$ cat src/rtl/bosd_pkg.sv
// ----------------------------------------------------------------------------
// bosd_pkg
// Shared widths, geometry constants, register codes and glyph/percent tables
// for the brightness OSD overlay.
// ----------------------------------------------------------------------------
`default_nettype none

package bosd_pkg;

    localparam int COORD_BITS = 12;
    // signed width of panel-relative coordinates
    localparam int REL_W      = COORD_BITS + 4;

    localparam int PIX_W      = 32;
    localparam int PCT_W      = 7;
    localparam int CFG_IDX_W  = 3;
    localparam int CFG_DATA_W = COORD_BITS;

    localparam int PANEL_W     = 180;
    localparam int PANEL_H     = 44;
    localparam int PANEL_R     = 22;
    localparam int PANEL_ALPHA = 102;
    localparam int PANEL_KEEP  = 255 - PANEL_ALPHA;

    localparam int GLYPH_COLS  = 5;
    localparam int GLYPH_ROWS  = 7;
    localparam int GLYPH_PIX_W = 2 * GLYPH_COLS;
    localparam int GLYPH_PIX_H = 2 * GLYPH_ROWS;
    localparam int GLYPH_PITCH = 12;
    localparam int GLYPH_PCT   = 10;

    localparam int TEXT_MARGIN = 10;
    localparam int TEXT_TOP    = (PANEL_H - GLYPH_PIX_H) / 2;
    localparam int PCT_GAP     = 6;
    localparam int TEXT_TAIL   = 16;

    localparam int BAR_H       = 6;
    localparam int BAR_R       = 3;
    localparam int BAR_GAP     = 10;
    localparam int BAR_TOP     = (PANEL_H - BAR_H) / 2;
    localparam int BAR_X0_BASE = TEXT_MARGIN + TEXT_TAIL + BAR_GAP;
    localparam int BAR_RIGHT   = PANEL_W - 1 - TEXT_MARGIN;

    localparam int PCT_MAX     = 100;

    localparam logic [PIX_W-1:0] COLOR_TRACK = 32'hFF44_4444;
    localparam logic [PIX_W-1:0] COLOR_FILL  = 32'hFFFF_CC33;
    localparam logic [PIX_W-1:0] COLOR_TEXT  = 32'hFFFF_FFFF;
    localparam logic [7:0]       ALPHA_OPAQUE = 8'hFF;

    localparam int RRECT_W_BITS = 8;
    localparam int RRECT_H_BITS = 6;
    localparam int RAD_BITS     = 5;

    typedef enum logic [CFG_IDX_W-1:0] {
        REG_OSD_ENABLE     = 3'd0,
        REG_BRIGHTNESS_PCT = 3'd1,
        REG_FRAME_WIDTH    = 3'd2,
        REG_FRAME_HEIGHT   = 3'd3,
        REG_BOTTOM_GAP     = 3'd4
    } cfg_idx_t;

    // per-percentage decimal digits and fill width
    typedef struct packed {
        logic [3:0] tens;
        logic [3:0] ones;
        logic [6:0] fill;
    } pct_info_t;

    typedef pct_info_t [PCT_MAX:0] pct_tab_t;

    function automatic pct_tab_t build_pct_tab();
        pct_tab_t t;
        int       n;
        int       bw;
        for (int i = 0; i <= PCT_MAX; i++)
        begin
            n  = (i >= 100) ? 3 : ((i >= 10) ? 2 : 1);
            bw = BAR_RIGHT - (BAR_X0_BASE + GLYPH_PITCH * n) + 1;
            t[i].tens = 4'((i / 10) % 10);
            t[i].ones = 4'(i % 10);
            t[i].fill = 7'((bw * i) / 100);
        end
        return t;
    endfunction

    localparam pct_tab_t PCT_TAB = build_pct_tab();

    // 5x7 font rows, MSB is the leftmost column
    function automatic logic [GLYPH_COLS-1:0] glyph_row(input logic [3:0] g,
                                                       input logic [2:0] r);
        logic [0:GLYPH_ROWS-1][GLYPH_COLS-1:0] rows;
        case (g)
            4'd0:    rows = {5'h0E, 5'h11, 5'h13, 5'h15, 5'h19, 5'h11, 5'h0E};
            4'd1:    rows = {5'h04, 5'h0C, 5'h04, 5'h04, 5'h04, 5'h04, 5'h0E};
            4'd2:    rows = {5'h0E, 5'h11, 5'h01, 5'h02, 5'h04, 5'h08, 5'h1F};
            4'd3:    rows = {5'h1F, 5'h02, 5'h04, 5'h02, 5'h01, 5'h11, 5'h0E};
            4'd4:    rows = {5'h02, 5'h06, 5'h0A, 5'h12, 5'h1F, 5'h02, 5'h02};
            4'd5:    rows = {5'h1F, 5'h10, 5'h1E, 5'h01, 5'h01, 5'h11, 5'h0E};
            4'd6:    rows = {5'h06, 5'h08, 5'h10, 5'h1E, 5'h11, 5'h11, 5'h0E};
            4'd7:    rows = {5'h1F, 5'h01, 5'h02, 5'h04, 5'h08, 5'h08, 5'h08};
            4'd8:    rows = {5'h0E, 5'h11, 5'h11, 5'h0E, 5'h11, 5'h11, 5'h0E};
            4'd9:    rows = {5'h0E, 5'h11, 5'h11, 5'h0F, 5'h01, 5'h02, 5'h0C};
            4'd10:   rows = {5'h0C, 5'h12, 5'h04, 5'h08, 5'h14, 5'h09, 5'h06};
            default: rows = '0;
        endcase
        return (r == 3'(GLYPH_ROWS)) ? '0 : rows[r];
    endfunction

endpackage

`default_nettype wire

$ cat src/rtl/bosd_if.sv
// ----------------------------------------------------------------------------
// bosd interfaces
// Valid/ready channels for pixel requests, composited results and
// register writes.
// ----------------------------------------------------------------------------
`default_nettype none

interface bosd_pix_in_if import bosd_pkg::*; ();
    logic                  valid;
    logic                  ready;
    logic [COORD_BITS-1:0] pix_x;
    logic [COORD_BITS-1:0] pix_y;
    logic [PIX_W-1:0]      in_pixel;

    modport source (output valid, output pix_x, output pix_y, output in_pixel,
                    input ready);
    modport sink   (input valid, input pix_x, input pix_y, input in_pixel,
                    output ready);
endinterface

interface bosd_pix_out_if import bosd_pkg::*; ();
    logic             valid;
    logic             ready;
    logic [PIX_W-1:0] out_pixel;
    logic             covered;

    modport source (output valid, output out_pixel, output covered, input ready);
    modport sink   (input valid, input out_pixel, input covered, output ready);
endinterface

interface bosd_cfg_if import bosd_pkg::*; ();
    logic                  valid;
    logic                  ready;
    logic [CFG_IDX_W-1:0]  index;
    logic [CFG_DATA_W-1:0] data;

    modport source (output valid, output index, output data, input ready);
    modport sink   (input valid, input index, input data, output ready);
endinterface

`default_nettype wire

$ cat src/rtl/brightness_osd_pixel_overlay_unit.sv
// ----------------------------------------------------------------------------
// brightness_osd_pixel_overlay_unit
// Composites a brightness OSD panel, percentage text and bar onto ARGB8888
// pixels delivered in any scan order.
// ----------------------------------------------------------------------------
// One pixel request can be accepted every clock: an input register holds
// the request, one pass of logic works out panel, glyph and bar coverage,
// and the output register holds the composited pixel until the sink takes
// it. A stalled sink is absorbed by the two registers; once both hold a
// request, pix_in.ready follows pix_out.ready in the same cycle. The full
// rate of one pixel per clock holds as long as the sink keeps ready high.
// Register writes are always accepted (cfg.ready is tied high) and take
// effect on the next request; they are meant to be issued only while no
// pixel is in flight. A brightness_pct write whose low seven bits exceed
// 100 is stored as 100. Pixels outside the frame, or any pixel while
// osd_enable is 0, pass through with covered 0.
`default_nettype none

module brightness_osd_pixel_overlay_unit
    import bosd_pkg::*;
(
    input  wire logic     clk,
    input  wire logic     rst_n,
    bosd_cfg_if.sink      cfg,
    bosd_pix_in_if.sink   pix_in,
    bosd_pix_out_if.source pix_out
);

    typedef logic signed [REL_W-1:0] rel_t;

    // ------------------------------------------------------------------
    // helpers
    // ------------------------------------------------------------------

    // point inside a rounded rectangle, coordinates relative to its corner
    function automatic logic rrect_hit(input rel_t px, input rel_t py,
                                       input logic [RRECT_W_BITS-1:0] w,
                                       input logic [RRECT_H_BITS-1:0] h,
                                       input logic [RAD_BITS-1:0] rad);
        logic [RRECT_W_BITS-1:0] ux;
        logic [RRECT_H_BITS-1:0] uy;
        logic [RAD_BITS-1:0]     cx;
        logic [RAD_BITS-1:0]     cy;
        logic                    cx_in;
        logic                    cy_in;
        logic [10:0]             d2;
        logic [10:0]             r2;
        logic                    in_box;
        in_box = !(px < 0) && (px < $signed({{(REL_W-RRECT_W_BITS){1'b0}}, w}))
              && !(py < 0) && (py < $signed({{(REL_W-RRECT_H_BITS){1'b0}}, h}));
        ux = px[RRECT_W_BITS-1:0];
        uy = py[RRECT_H_BITS-1:0];
        cx = '0;
        cy = '0;
        cx_in = 1'b0;
        cy_in = 1'b0;
        if (ux < {3'b0, rad})
        begin
            cx_in = 1'b1;
            cx = RAD_BITS'({3'b0, rad} - 8'd1 - ux);
        end
        else if ({1'b0, ux} + {4'b0, rad} >= {1'b0, w})
        begin
            cx_in = 1'b1;
            cx = RAD_BITS'(ux + {3'b0, rad} - w);
        end
        if (uy < {1'b0, rad})
        begin
            cy_in = 1'b1;
            cy = RAD_BITS'({1'b0, rad} - 6'd1 - uy);
        end
        else if ({1'b0, uy} + {2'b0, rad} >= {1'b0, h})
        begin
            cy_in = 1'b1;
            cy = RAD_BITS'(uy + {1'b0, rad} - h);
        end
        d2 = {6'b0, cx} * {6'b0, cx} + {6'b0, cy} * {6'b0, cy};
        r2 = {6'b0, rad} * {6'b0, rad};
        return in_box && (!(cx_in && cy_in) || (d2 <= r2));
    endfunction

    // 2x-scaled glyph, coordinates relative to its top-left corner
    function automatic logic glyph_hit(input rel_t gu, input rel_t gv,
                                       input logic [3:0] g);
        logic [GLYPH_COLS-1:0] row;
        logic [2:0]            bit_sel;
        logic                  in_box;
        in_box = !(gu < 0) && (gu < REL_W'(GLYPH_PIX_W))
              && !(gv < 0) && (gv < REL_W'(GLYPH_PIX_H));
        row     = glyph_row(g, gv[3:1]);
        bit_sel = 3'(GLYPH_COLS - 1) - gu[3:1];
        return in_box && row[bit_sel];
    endfunction

    // c * (255 - alpha) / 255, exact for 16-bit products
    function automatic logic [7:0] blend_ch(input logic [7:0] c);
        logic [15:0] p;
        logic [16:0] q;
        p = {8'b0, c} * 16'(PANEL_KEEP);
        q = {1'b0, p} + {9'b0, p[15:8]} + 17'd1;
        return q[15:8];
    endfunction

    // ------------------------------------------------------------------
    // configuration registers
    // ------------------------------------------------------------------
    logic                  osd_enable_reg;
    logic [PCT_W-1:0]      pct_reg;
    logic [COORD_BITS-1:0] frame_w_reg;
    logic [COORD_BITS-1:0] frame_h_reg;
    logic [COORD_BITS-1:0] gap_reg;
    logic [PCT_W-1:0]      pct_wr;

    assign cfg.ready = 1'b1;
    assign pct_wr = (cfg.data[PCT_W-1:0] > PCT_W'(PCT_MAX)) ? PCT_W'(PCT_MAX)
                                                           : cfg.data[PCT_W-1:0];

    always_ff @(posedge clk or negedge rst_n)
    begin
        if (!rst_n)
        begin
            osd_enable_reg <= 1'b0;
            pct_reg        <= '0;
            frame_w_reg    <= COORD_BITS'(1280);
            frame_h_reg    <= COORD_BITS'(720);
            gap_reg        <= '0;
        end
        else if (cfg.valid && cfg.ready)
        begin
            unique case (cfg_idx_t'(cfg.index))
                REG_OSD_ENABLE:     osd_enable_reg <= cfg.data[0];
                REG_BRIGHTNESS_PCT: pct_reg        <= pct_wr;
                REG_FRAME_WIDTH:    frame_w_reg    <= cfg.data;
                REG_FRAME_HEIGHT:   frame_h_reg    <= cfg.data;
                REG_BOTTOM_GAP:     gap_reg        <= cfg.data;
                default:            ;   // unmapped index, write dropped
            endcase
        end
    end

    // ------------------------------------------------------------------
    // pipeline control: input register -> output register
    // ------------------------------------------------------------------
    logic                  s1_valid_reg, s1_valid_next;
    logic                  out_valid_reg, out_valid_next;
    logic [COORD_BITS-1:0] s1_x_reg;
    logic [COORD_BITS-1:0] s1_y_reg;
    logic [PIX_W-1:0]      s1_pix_reg;
    logic [PIX_W-1:0]      out_pix_reg, out_pix_next;
    logic                  out_cov_reg, out_cov_next;
    logic                  s2_ready;
    logic                  s1_ready;

    assign s2_ready     = !out_valid_reg || pix_out.ready;
    assign s1_ready     = !s1_valid_reg || s2_ready;
    assign pix_in.ready = s1_ready;

    always_comb
    begin
        s1_valid_next  = s1_ready ? pix_in.valid : s1_valid_reg;
        out_valid_next = s2_ready ? s1_valid_reg : out_valid_reg;
    end

    always_ff @(posedge clk or negedge rst_n)
    begin
        if (!rst_n)
        begin
            s1_valid_reg  <= 1'b0;
            out_valid_reg <= 1'b0;
        end
        else
        begin
            s1_valid_reg  <= s1_valid_next;
            out_valid_reg <= out_valid_next;
        end
    end

    always_ff @(posedge clk)
    begin
        if (s1_ready && pix_in.valid)
        begin
            s1_x_reg   <= pix_in.pix_x;
            s1_y_reg   <= pix_in.pix_y;
            s1_pix_reg <= pix_in.in_pixel;
        end
        if (s2_ready && s1_valid_reg)
        begin
            out_pix_reg <= out_pix_next;
            out_cov_reg <= out_cov_next;
        end
    end

    assign pix_out.valid     = out_valid_reg;
    assign pix_out.out_pixel = out_pix_reg;
    assign pix_out.covered   = out_cov_reg;

    // ------------------------------------------------------------------
    // geometry, all relative to the panel's top-left corner
    // ------------------------------------------------------------------
    rel_t      x_s, y_s, w_diff, w_round, panel_l, panel_t, u, v;
    rel_t      pct_glyph_x, bar_x0, bar_u, bar_v;
    logic [RRECT_W_BITS-1:0] bar_w;
    logic [RAD_BITS-1:0]     fill_rad;
    logic [1:0]              digit_cnt;
    logic [3:0]              d0, d1, d2;
    pct_info_t               info;
    logic                    active, in_panel, text_hit, track_hit, fill_hit;

    always_comb
    begin
        x_s = $signed({{(REL_W-COORD_BITS){1'b0}}, s1_x_reg});
        y_s = $signed({{(REL_W-COORD_BITS){1'b0}}, s1_y_reg});

        // left edge: (width - 180) / 2, rounded toward zero
        w_diff  = $signed({{(REL_W-COORD_BITS){1'b0}}, frame_w_reg}) - REL_W'(PANEL_W);
        w_round = w_diff + $signed({{(REL_W-1){1'b0}}, w_diff[REL_W-1]});
        panel_l = w_round >>> 1;
        panel_t = $signed({{(REL_W-COORD_BITS){1'b0}}, frame_h_reg})
                - $signed({{(REL_W-COORD_BITS){1'b0}}, gap_reg})
                - REL_W'(PANEL_H);
        u = x_s - panel_l;
        v = y_s - panel_t;

        active = osd_enable_reg && (s1_x_reg < frame_w_reg) && (s1_y_reg < frame_h_reg);

        info = PCT_TAB[pct_reg];

        // digit count sets the text and bar layout
        if (pct_reg >= PCT_W'(100))
        begin
            digit_cnt = 2'd3;
            d0 = 4'd1;
            d1 = 4'd0;
            d2 = 4'd0;
        end
        else if (pct_reg >= PCT_W'(10))
        begin
            digit_cnt = 2'd2;
            d0 = info.tens;
            d1 = info.ones;
            d2 = 4'd0;
        end
        else
        begin
            digit_cnt = 2'd1;
            d0 = info.ones;
            d1 = 4'd0;
            d2 = 4'd0;
        end

        case (digit_cnt)
            2'd3:
            begin
                pct_glyph_x = REL_W'(TEXT_MARGIN + GLYPH_PITCH * 3 + PCT_GAP);
                bar_x0      = REL_W'(BAR_X0_BASE + GLYPH_PITCH * 3);
                bar_w       = RRECT_W_BITS'(BAR_RIGHT - BAR_X0_BASE - GLYPH_PITCH * 3 + 1);
            end
            2'd2:
            begin
                pct_glyph_x = REL_W'(TEXT_MARGIN + GLYPH_PITCH * 2 + PCT_GAP);
                bar_x0      = REL_W'(BAR_X0_BASE + GLYPH_PITCH * 2);
                bar_w       = RRECT_W_BITS'(BAR_RIGHT - BAR_X0_BASE - GLYPH_PITCH * 2 + 1);
            end
            default:
            begin
                pct_glyph_x = REL_W'(TEXT_MARGIN + GLYPH_PITCH + PCT_GAP);
                bar_x0      = REL_W'(BAR_X0_BASE + GLYPH_PITCH);
                bar_w       = RRECT_W_BITS'(BAR_RIGHT - BAR_X0_BASE - GLYPH_PITCH + 1);
            end
        endcase

        in_panel = rrect_hit(u, v, RRECT_W_BITS'(PANEL_W), RRECT_H_BITS'(PANEL_H),
                             RAD_BITS'(PANEL_R));

        text_hit = glyph_hit(u - REL_W'(TEXT_MARGIN), v - REL_W'(TEXT_TOP), d0)
                || ((digit_cnt >= 2'd2)
                    && glyph_hit(u - REL_W'(TEXT_MARGIN + GLYPH_PITCH),
                                 v - REL_W'(TEXT_TOP), d1))
                || ((digit_cnt == 2'd3)
                    && glyph_hit(u - REL_W'(TEXT_MARGIN + 2 * GLYPH_PITCH),
                                 v - REL_W'(TEXT_TOP), d2))
                || glyph_hit(u - pct_glyph_x, v - REL_W'(TEXT_TOP), 4'(GLYPH_PCT));

        bar_u = u - bar_x0;
        bar_v = v - REL_W'(BAR_TOP);
        track_hit = rrect_hit(bar_u, bar_v, bar_w, RRECT_H_BITS'(BAR_H), RAD_BITS'(BAR_R));

        // narrow fill: corner radius limited to half the width
        fill_rad = (info.fill < 7'd6) ? RAD_BITS'(info.fill >> 1) : RAD_BITS'(BAR_R);
        fill_hit = (info.fill != 7'd0)
                && rrect_hit(bar_u, bar_v, {1'b0, info.fill}, RRECT_H_BITS'(BAR_H),
                             fill_rad);
    end

    // ------------------------------------------------------------------
    // layer composition: panel, text, track, fill (later wins)
    // ------------------------------------------------------------------
    always_comb
    begin
        out_pix_next = s1_pix_reg;
        out_cov_next = 1'b0;
        if (active)
        begin
            if (in_panel)
            begin
                out_pix_next = {ALPHA_OPAQUE, blend_ch(s1_pix_reg[23:16]),
                                blend_ch(s1_pix_reg[15:8]), blend_ch(s1_pix_reg[7:0])};
                out_cov_next = 1'b1;
            end
            if (text_hit)
            begin
                out_pix_next = COLOR_TEXT;
            end
            if (track_hit)
            begin
                out_pix_next = COLOR_TRACK;
            end
            if (fill_hit)
            begin
                out_pix_next = COLOR_FILL;
            end
        end
    end

endmodule

`default_nettype wire
$ cat src/flat_wrapper.sv
// flat-port wrapper written by rule: the top's interface ports become plain ports
module brightness_osd_pixel_overlay_unit_flat import bosd_pkg::*;
  (clk, rst_n, cfg_valid, cfg_index, cfg_data, cfg_ready, pix_in_valid, pix_in_pix_x, pix_in_pix_y, pix_in_in_pixel, pix_in_ready, pix_out_valid, pix_out_out_pixel, pix_out_covered, pix_out_ready);
  bosd_cfg_if cfg_i ();
  bosd_pix_in_if pix_in_i ();
  bosd_pix_out_if pix_out_i ();
  input  wire logic clk;
  input  wire logic rst_n;
  input wire logic [$bits(cfg_i.valid)-1:0] cfg_valid;
  input wire logic [$bits(cfg_i.index)-1:0] cfg_index;
  input wire logic [$bits(cfg_i.data)-1:0] cfg_data;
  output wire logic [$bits(cfg_i.ready)-1:0] cfg_ready;
  input wire logic [$bits(pix_in_i.valid)-1:0] pix_in_valid;
  input wire logic [$bits(pix_in_i.pix_x)-1:0] pix_in_pix_x;
  input wire logic [$bits(pix_in_i.pix_y)-1:0] pix_in_pix_y;
  input wire logic [$bits(pix_in_i.in_pixel)-1:0] pix_in_in_pixel;
  output wire logic [$bits(pix_in_i.ready)-1:0] pix_in_ready;
  output wire logic [$bits(pix_out_i.valid)-1:0] pix_out_valid;
  output wire logic [$bits(pix_out_i.out_pixel)-1:0] pix_out_out_pixel;
  output wire logic [$bits(pix_out_i.covered)-1:0] pix_out_covered;
  input wire logic [$bits(pix_out_i.ready)-1:0] pix_out_ready;
  assign cfg_i.valid = cfg_valid;
  assign cfg_i.index = cfg_index;
  assign cfg_i.data = cfg_data;
  assign cfg_ready = cfg_i.ready;
  assign pix_in_i.valid = pix_in_valid;
  assign pix_in_i.pix_x = pix_in_pix_x;
  assign pix_in_i.pix_y = pix_in_pix_y;
  assign pix_in_i.in_pixel = pix_in_in_pixel;
  assign pix_in_ready = pix_in_i.ready;
  assign pix_out_valid = pix_out_i.valid;
  assign pix_out_out_pixel = pix_out_i.out_pixel;
  assign pix_out_covered = pix_out_i.covered;
  assign pix_out_i.ready = pix_out_ready;
  brightness_osd_pixel_overlay_unit u_core (.clk(clk), .rst_n(rst_n), .cfg(cfg_i), .pix_in(pix_in_i), .pix_out(pix_out_i));
endmodule
$ cat config.mk
export PLATFORM = sky130hd
export DESIGN_NAME = brightness_osd_pixel_overlay_unit_flat
export DESIGN_NICKNAME = d
export VERILOG_FILES = /design/src/rtl/bosd_pkg.sv /design/src/rtl/bosd_if.sv /design/src/rtl/brightness_osd_pixel_overlay_unit.sv /design/src/flat_wrapper.sv
export SDC_FILE = /design/constraint.sdc
export NUM_CORES = 1
export LEC_CHECK = 0
export ABC_AREA = 0
export BUFFER_PORTS_ARGS = -buffer_cell sky130_fd_sc_hd__buf_2
export CELL_PAD_IN_SITES_DETAIL_PLACEMENT = 0
export CELL_PAD_IN_SITES_GLOBAL_PLACEMENT = 1
export CORE_AREA = 2 2 270 272
export DETAILED_ROUTE_END_ITERATION = 12
export DIE_AREA = 0 0 272 274
export PLACE_DENSITY = 0.56
export SLEW_MARGIN = 15
export SYNTH_ARGS = -nofsm -noshare
export SYNTH_HDL_FRONTEND = slang
export SYNTH_SLANG_ARGS = --single-unit
$ cat constraint.sdc
create_clock -name clk -period 16 [get_ports clk]
set_clock_uncertainty 0.1 [all_clocks]
set_input_delay 1.6 -clock clk [delete_from_list [all_inputs] [get_ports clk]]
set_output_delay 1.6 -clock clk [all_outputs]
set_load 0.005 [all_outputs]
# == After elaboration in Yosys (flattened, before gate mapping) ==
# Memories as Yosys holds them, arrays and structs flattened.
# Cells that the tools add are included.
# totals
ff_bits,135
in_bits,76
romBits,3640
out_inout_bits,36
wordCells,266
memories,5
# memory_table
memory,depth,width,read_ports,rd_ports_with_merged_regs,wr,line_no,source
(name not given),128,15,1,0,0,brightness_osd_pixel_overlay_unit.sv:226,info = PCT_TAB[pct_reg];
(name not given),16,35,1,0,0,bosd_pkg.sv:93,case (g)
(name not given),16,35,1,0,0,bosd_pkg.sv:93,
(name not given),16,35,1,0,0,bosd_pkg.sv:93,
(name not given),8,5,1,0,0,bosd_pkg.sv:107,return (r == 3'(GLYPH_ROWS)) ? '0 : rows[r];
# classes
n_bitwise,1
reduce_logical,67
n_eq_ne,7
multipliers,10
n_lt_le_gt_ge,47
muxes,65
n_addsub,52
# ops
cell,count
$mux 32,5
$lt 16x1->1 const B,9
$mux 5,25
$lt 16x5->1 const B,5
$mul 5x5->10,7
$add 16x1->16 const B,3
$add 16x8->16,3
$mul 8x8->16 const B,3
$bmux 5 s3,3
$logic_and 1x1->1,38
$add 10x10->11,3
$lt 16x8->1,2
$sub 16x5->16 const B,2
$sub 16x6->16 const B,2
$sub 16x7->16 const B,2
$lt 12x12->1,2
$sub 5x5->5,4
$ge 9x7->1,2
$mux 1,17
$lt 16x4->1 const B,1
$lt 16x7->1 const B,1
$lt 16x9->1 const B,1
$lt 3x4->1 const B,4
$mux 4,4
other kinds (59),101

# == Depth between registers and ports, before layout ==
# logic_depth
word_depth,20
mapped_depth,59
depth_no_buf,57

# == Worst setup path after synthesis ==
# Ideal clock, no wire load.
# synth_timing
path_kind,register to register
startpoint,register u_core.frame_w_reg[2]
endpoint,"register u_core.out_pix_reg[10], in the netlist u_core.pix_out.out_pixel[10], data pin"
n_path_buf,2
period_less_slack_ns,12.613
setup_slack_ns,3.387
t_arrival_ns,12.242
stages_incl_launch_ff,54
setup_time_ns,0.271
t_required_ns,15.629
path_cell_list,dfrtp_1 -> inv_1 -> ha_1 -> clkbuf_1 -> and3b_1 -> o21ai_0 -> and3_1 -> ha_1 -> ha_1 -> fa_1 -> xnor2_1 -> clkinv_1 -> ha_1 -> fa_1 -> inv_1 -> ha_1 -> inv_1 -> a21oi_1 -> (+18 left out) -> a21oi_1 -> o21ai_0 -> a21oi_1 -> o21bai_1 -> a21oi_1 -> xnor2_1 -> ha_1 -> nand2_1 -> nor2_1 -> a221oi_1 -> o21ai_0 -> o311ai_0 -> o211a_1 -> and2_1 -> or4b_1 -> o21ai_1 -> buf_4 -> a22oi_1
# synth_via
elab_chain_cells,18
elab_cells_between_ends,129
cone_classes,add/sub (27); mul (3); order compare (23); mux (25); reduce/logical (51)
# synth_lines
item,line_no,source
from (decl),brightness_osd_pixel_overlay_unit.sv:109,logic [COORD_BITS-1:0] frame_w_reg;
from (signal assigned),brightness_osd_pixel_overlay_unit.sv:133,REG_FRAME_WIDTH: frame_w_reg <= cfg.data;
branches (longest 17 deep; another with $sub 13x15->16),-,
$mux 32 (*),brightness_osd_pixel_overlay_unit.sv:302,if (active)
named net u_core.out_pix_next[10],brightness_osd_pixel_overlay_unit.sv:149,"logic [PIX_W-1:0] out_pix_reg, out_pix_next;"
to (signal assigned),brightness_osd_pixel_overlay_unit.sv:188,out_pix_reg <= out_pix_next;
to (decl),brightness_osd_pixel_overlay_unit.sv:149,
# Mark *: on every way through the listed nets, which the timed path passes. The select of a mux whose other input is x is not followed.
# A chain may end at the register's enable or synchronous reset.

# == Final worst setup path ==
# Ends and elaborated chain as after synthesis.

==> results.md <==
- Outcome: complete, no violations
- Register area share after synthesis: 15.9%
- Synth Cell Area: 0.0241 mm2
- Routed Antenna Nets: 0
- Largest stage delay, worst path: 0.82 ns
- Worst hold path stage count: 1
- HPWL after detailed placement: 59400 um
- Yosys reg bits: 135
- IO Pins: 112
- CTS Buf Count: 17
- Cells resized by post-CTS repair: 0
- Yosys top cell by area: ha_1
- Avg Cell Area, Syn: 8.43 um2
- Crit Path Category: reg2reg
- # diodes: 0
- Site row count: 99
- Die Area: 0.0745 mm2
- Total Routing Usage GR: 19.7%
- Synth Instances: 2858
- CP max stage cell: o21ai_1
- Slew HR: 28.0%
- EDFF count, synth: 89
- Initial antenna violation count: 0
- Vias in the first global route: 20.9k
- Drt initial violations: 1237
- Share of post-route cells with drive strength above 1: 8.91%
- Max-slew violations: 0
- CTS sink cnt: 135
- Htree depth: 4
- Synth async-reset ratio: 34.1%
- Core Region: 0.0720 mm2
- Top cell by count, worst path: ha_1
- Root Driver: clkbuf_16
- Worst Path Max Fanout: 15
- Setup-failing EPs final: 0
- Unique masters post-synth: 119
- Via count: 20.7k
- Worst EP required: 16.05 ns
- Postcts setup bufs: 0
- Hold buffer count at cts: 0
- Post-synth top flop: edfxtp_1
- R2r endpoint: u_core.pix_out.out_pixel[10]$_DFFE_PP_
- Layout Nets: 3581
- Synth Warn #: 0
- DRC Markers: 0
- Max-cap violations: 0
- Area Growth Syn to Fin: 9.53%
- Clk slew on worst S/H paths: 0.07 ns
- Setup TNS: 0 ns
- Worst r2r src: u_core.frame_w_reg[2]$_DFFE_PN0P_
- CTS tree: done
- RSZ-0062 raised after global routing: no
- Reg2reg path depth: 52
- Worst slew pin tran: 1.08 ns
- R2R Setup Slk: 1.31 ns
- Worst hold start: u_core.s1_valid_reg$_DFFE_PN0N_
- Largest net degree at the start of global routing: 57
- Worst Hold Endpoint: u_core.pix_out.valid$_DFFE_PN0P_
- First-pass GRT wire length: 117000 um
- Die Ht: 274 um
- Final period utilization: 91.8%
- Routed len/inst: 18.6 um
- Final Hold Viols: 0
- Die Wd: 272 um
- Congestion Overflow GR: 0
- Commonest cells after routing, fill and taps aside: 439 x ha_1, 392 x inv_1, 184 x nor2_1
- Most common cell after layout, fill and taps aside: ha_1
- Maximum buffer depth of the clock tree: 2
- Startpoint types: register
- Skew-Pair Late Insertion Delay: 0.45 ns
- Synth top area cells: ha_1 23%, edfxtp_1 11%, fa_1 8.7%, inv_1 6.1%, dfrtp_1 4.2%
- Post-layout min period: 14.69 ns
- Final GP Congestion: 0.888
- Worst Hold Class: reg2reg
- Vias/cell: 5.27
- Initial core utilization: 33.5%
- Synth top area share: 22.8%
- Worst Setup End Kind: register
- Worst endpoint data arrival time: 14.75 ns
- Detailed Route WL: 73100 um
- TritonRoute pass-1 iters: 5
- Port Buffers: 110
- FMAX: 0.0681 GHz
worst max-delay path by stage:
| stage | slack [ns] | to | start | cells after the start |
|---|---|---|---|---|
| 2_1_floorplan | 3.39 | u_core.pix_out.out_pixel[10]$_DFFE_PP_ | u_core.frame_w_reg[2]$_DFFE_PN0P_ | 53 |
| 3_3_place_gp | 1.48 | u_core.pix_out.out_pixel[14]$_DFFE_PP_ | u_core.frame_w_reg[2]$_DFFE_PN0P_ | 53 |
| 3_5_place_dp | 1.23 | u_core.pix_out.out_pixel[18]$_DFFE_PP_ | u_core.frame_w_reg[2]$_DFFE_PN0P_ | 52 |
| 4_1_cts | 1.19 | u_core.pix_out.out_pixel[10]$_DFFE_PP_ | u_core.frame_w_reg[2]$_DFFE_PN0P_ | 52 |
| 5_1_grt | 0.01 | u_core.pix_out.out_pixel[14]$_DFFE_PP_ | u_core.frame_w_reg[2]$_DFFE_PN0P_ | 52 |
| 6_report | 1.31 | u_core.pix_out.out_pixel[10]$_DFFE_PP_ | u_core.frame_w_reg[2]$_DFFE_PN0P_ | 52 |
logic make-up (layout without fill, tap and decap cells):
family / Yosys count / after routing / synth area share [%]
and+or+nand+nor: 802 / 802 / 17.3
AOI/OAI and AO/OA: 695 / 695 / 19.6
adders and majority gates: 545 / 545 / 31.6
buffers and inverters: 491 / 571 / 8.10
xor gates and xnor gates: 143 / 143 / 5.41
DFF: 135 / 135 / 15.9
muxes: 45 / 45 / 2.09
other: 2 / 38 / 0.0312
per-layer routing:
layer | wire (um) | GRT usage (%)
met1 | 34700 | 26.8
met2 | 34800 | 33.9
met3 | 2200 | 1.44
met4 | 1490 | 4.87
met5 | 0 | 0
Yosys cell counts, types with 12 or more instances:
cell type / number
a211oi_1: 12
a21boi_0: 14
a21o_1: 55
a21oi_1: 153
a22oi_1: 13
a31oi_1: 21
and2_1: 32
and3_1: 19
buf_2: 27
clkbuf_1: 41
dfrtp_1: 40
edfxtp_1: 89
fa_1: 105
ha_1: 439
inv_1: 392
mux2_2: 23
mux2i_1: 20
nand2_1: 178
nand2b_1: 57
nand3_1: 56
nand3b_1: 15
nand4_1: 21
nand4b_1: 12
nor2_1: 184
nor2b_1: 41
nor3_1: 58
nor4_1: 28
o211ai_1: 29
o21a_1: 21
o21ai_0: 153
o21ai_1: 12
o21bai_1: 20
o22ai_1: 15
o31ai_1: 12
or2_2: 15
or3_1: 15
or4_1: 13
xnor2_1: 86
xor2_1: 51
layout make-up:
cell class              instances  area, um2
multi-input cells            2268      18500
clock buffers                  20        479
fillers                      7537      45600
flip-flops and latches        135       3830
clock inverters                12        163
repair buffers                136        746
inverters                     403       1520
well taps                     959       1200
through the flow:
stage / util (%) / std cells / cell area, um2 / hold slack (ns) / setup slack, ns
6_report: 36.7 / 3933 / 26400 / 0.381 / 1.31
3_3_place_gp: 35.8 / 3901 / 25800 / 0.366 / 1.48
2_1_floorplan: - / 2894 / 24200 / 0.349 / 3.39
3_5_place_dp: 35.8 / 3901 / 25800 / 0.381 / 1.23
5_1_grt: 36.7 / 3933 / 26400 / 0.420 / 0.0113
4_1_cts: 36.7 / 3933 / 26400 / 0.387 / 1.19
critical path, delay by kind of cell, from the launching register on:
kind            cells  cell delay (ns)
fa+ha+maj          15             5.66
compound gates     14             3.95
flops               1             0.45
xor+xnor            4             0.80
buf+inv             6             1.16
simple gates       13             2.28
Power is not shown: default switching activity piles up to over one toggle a cycle in this logic, so the estimate is an artifact.
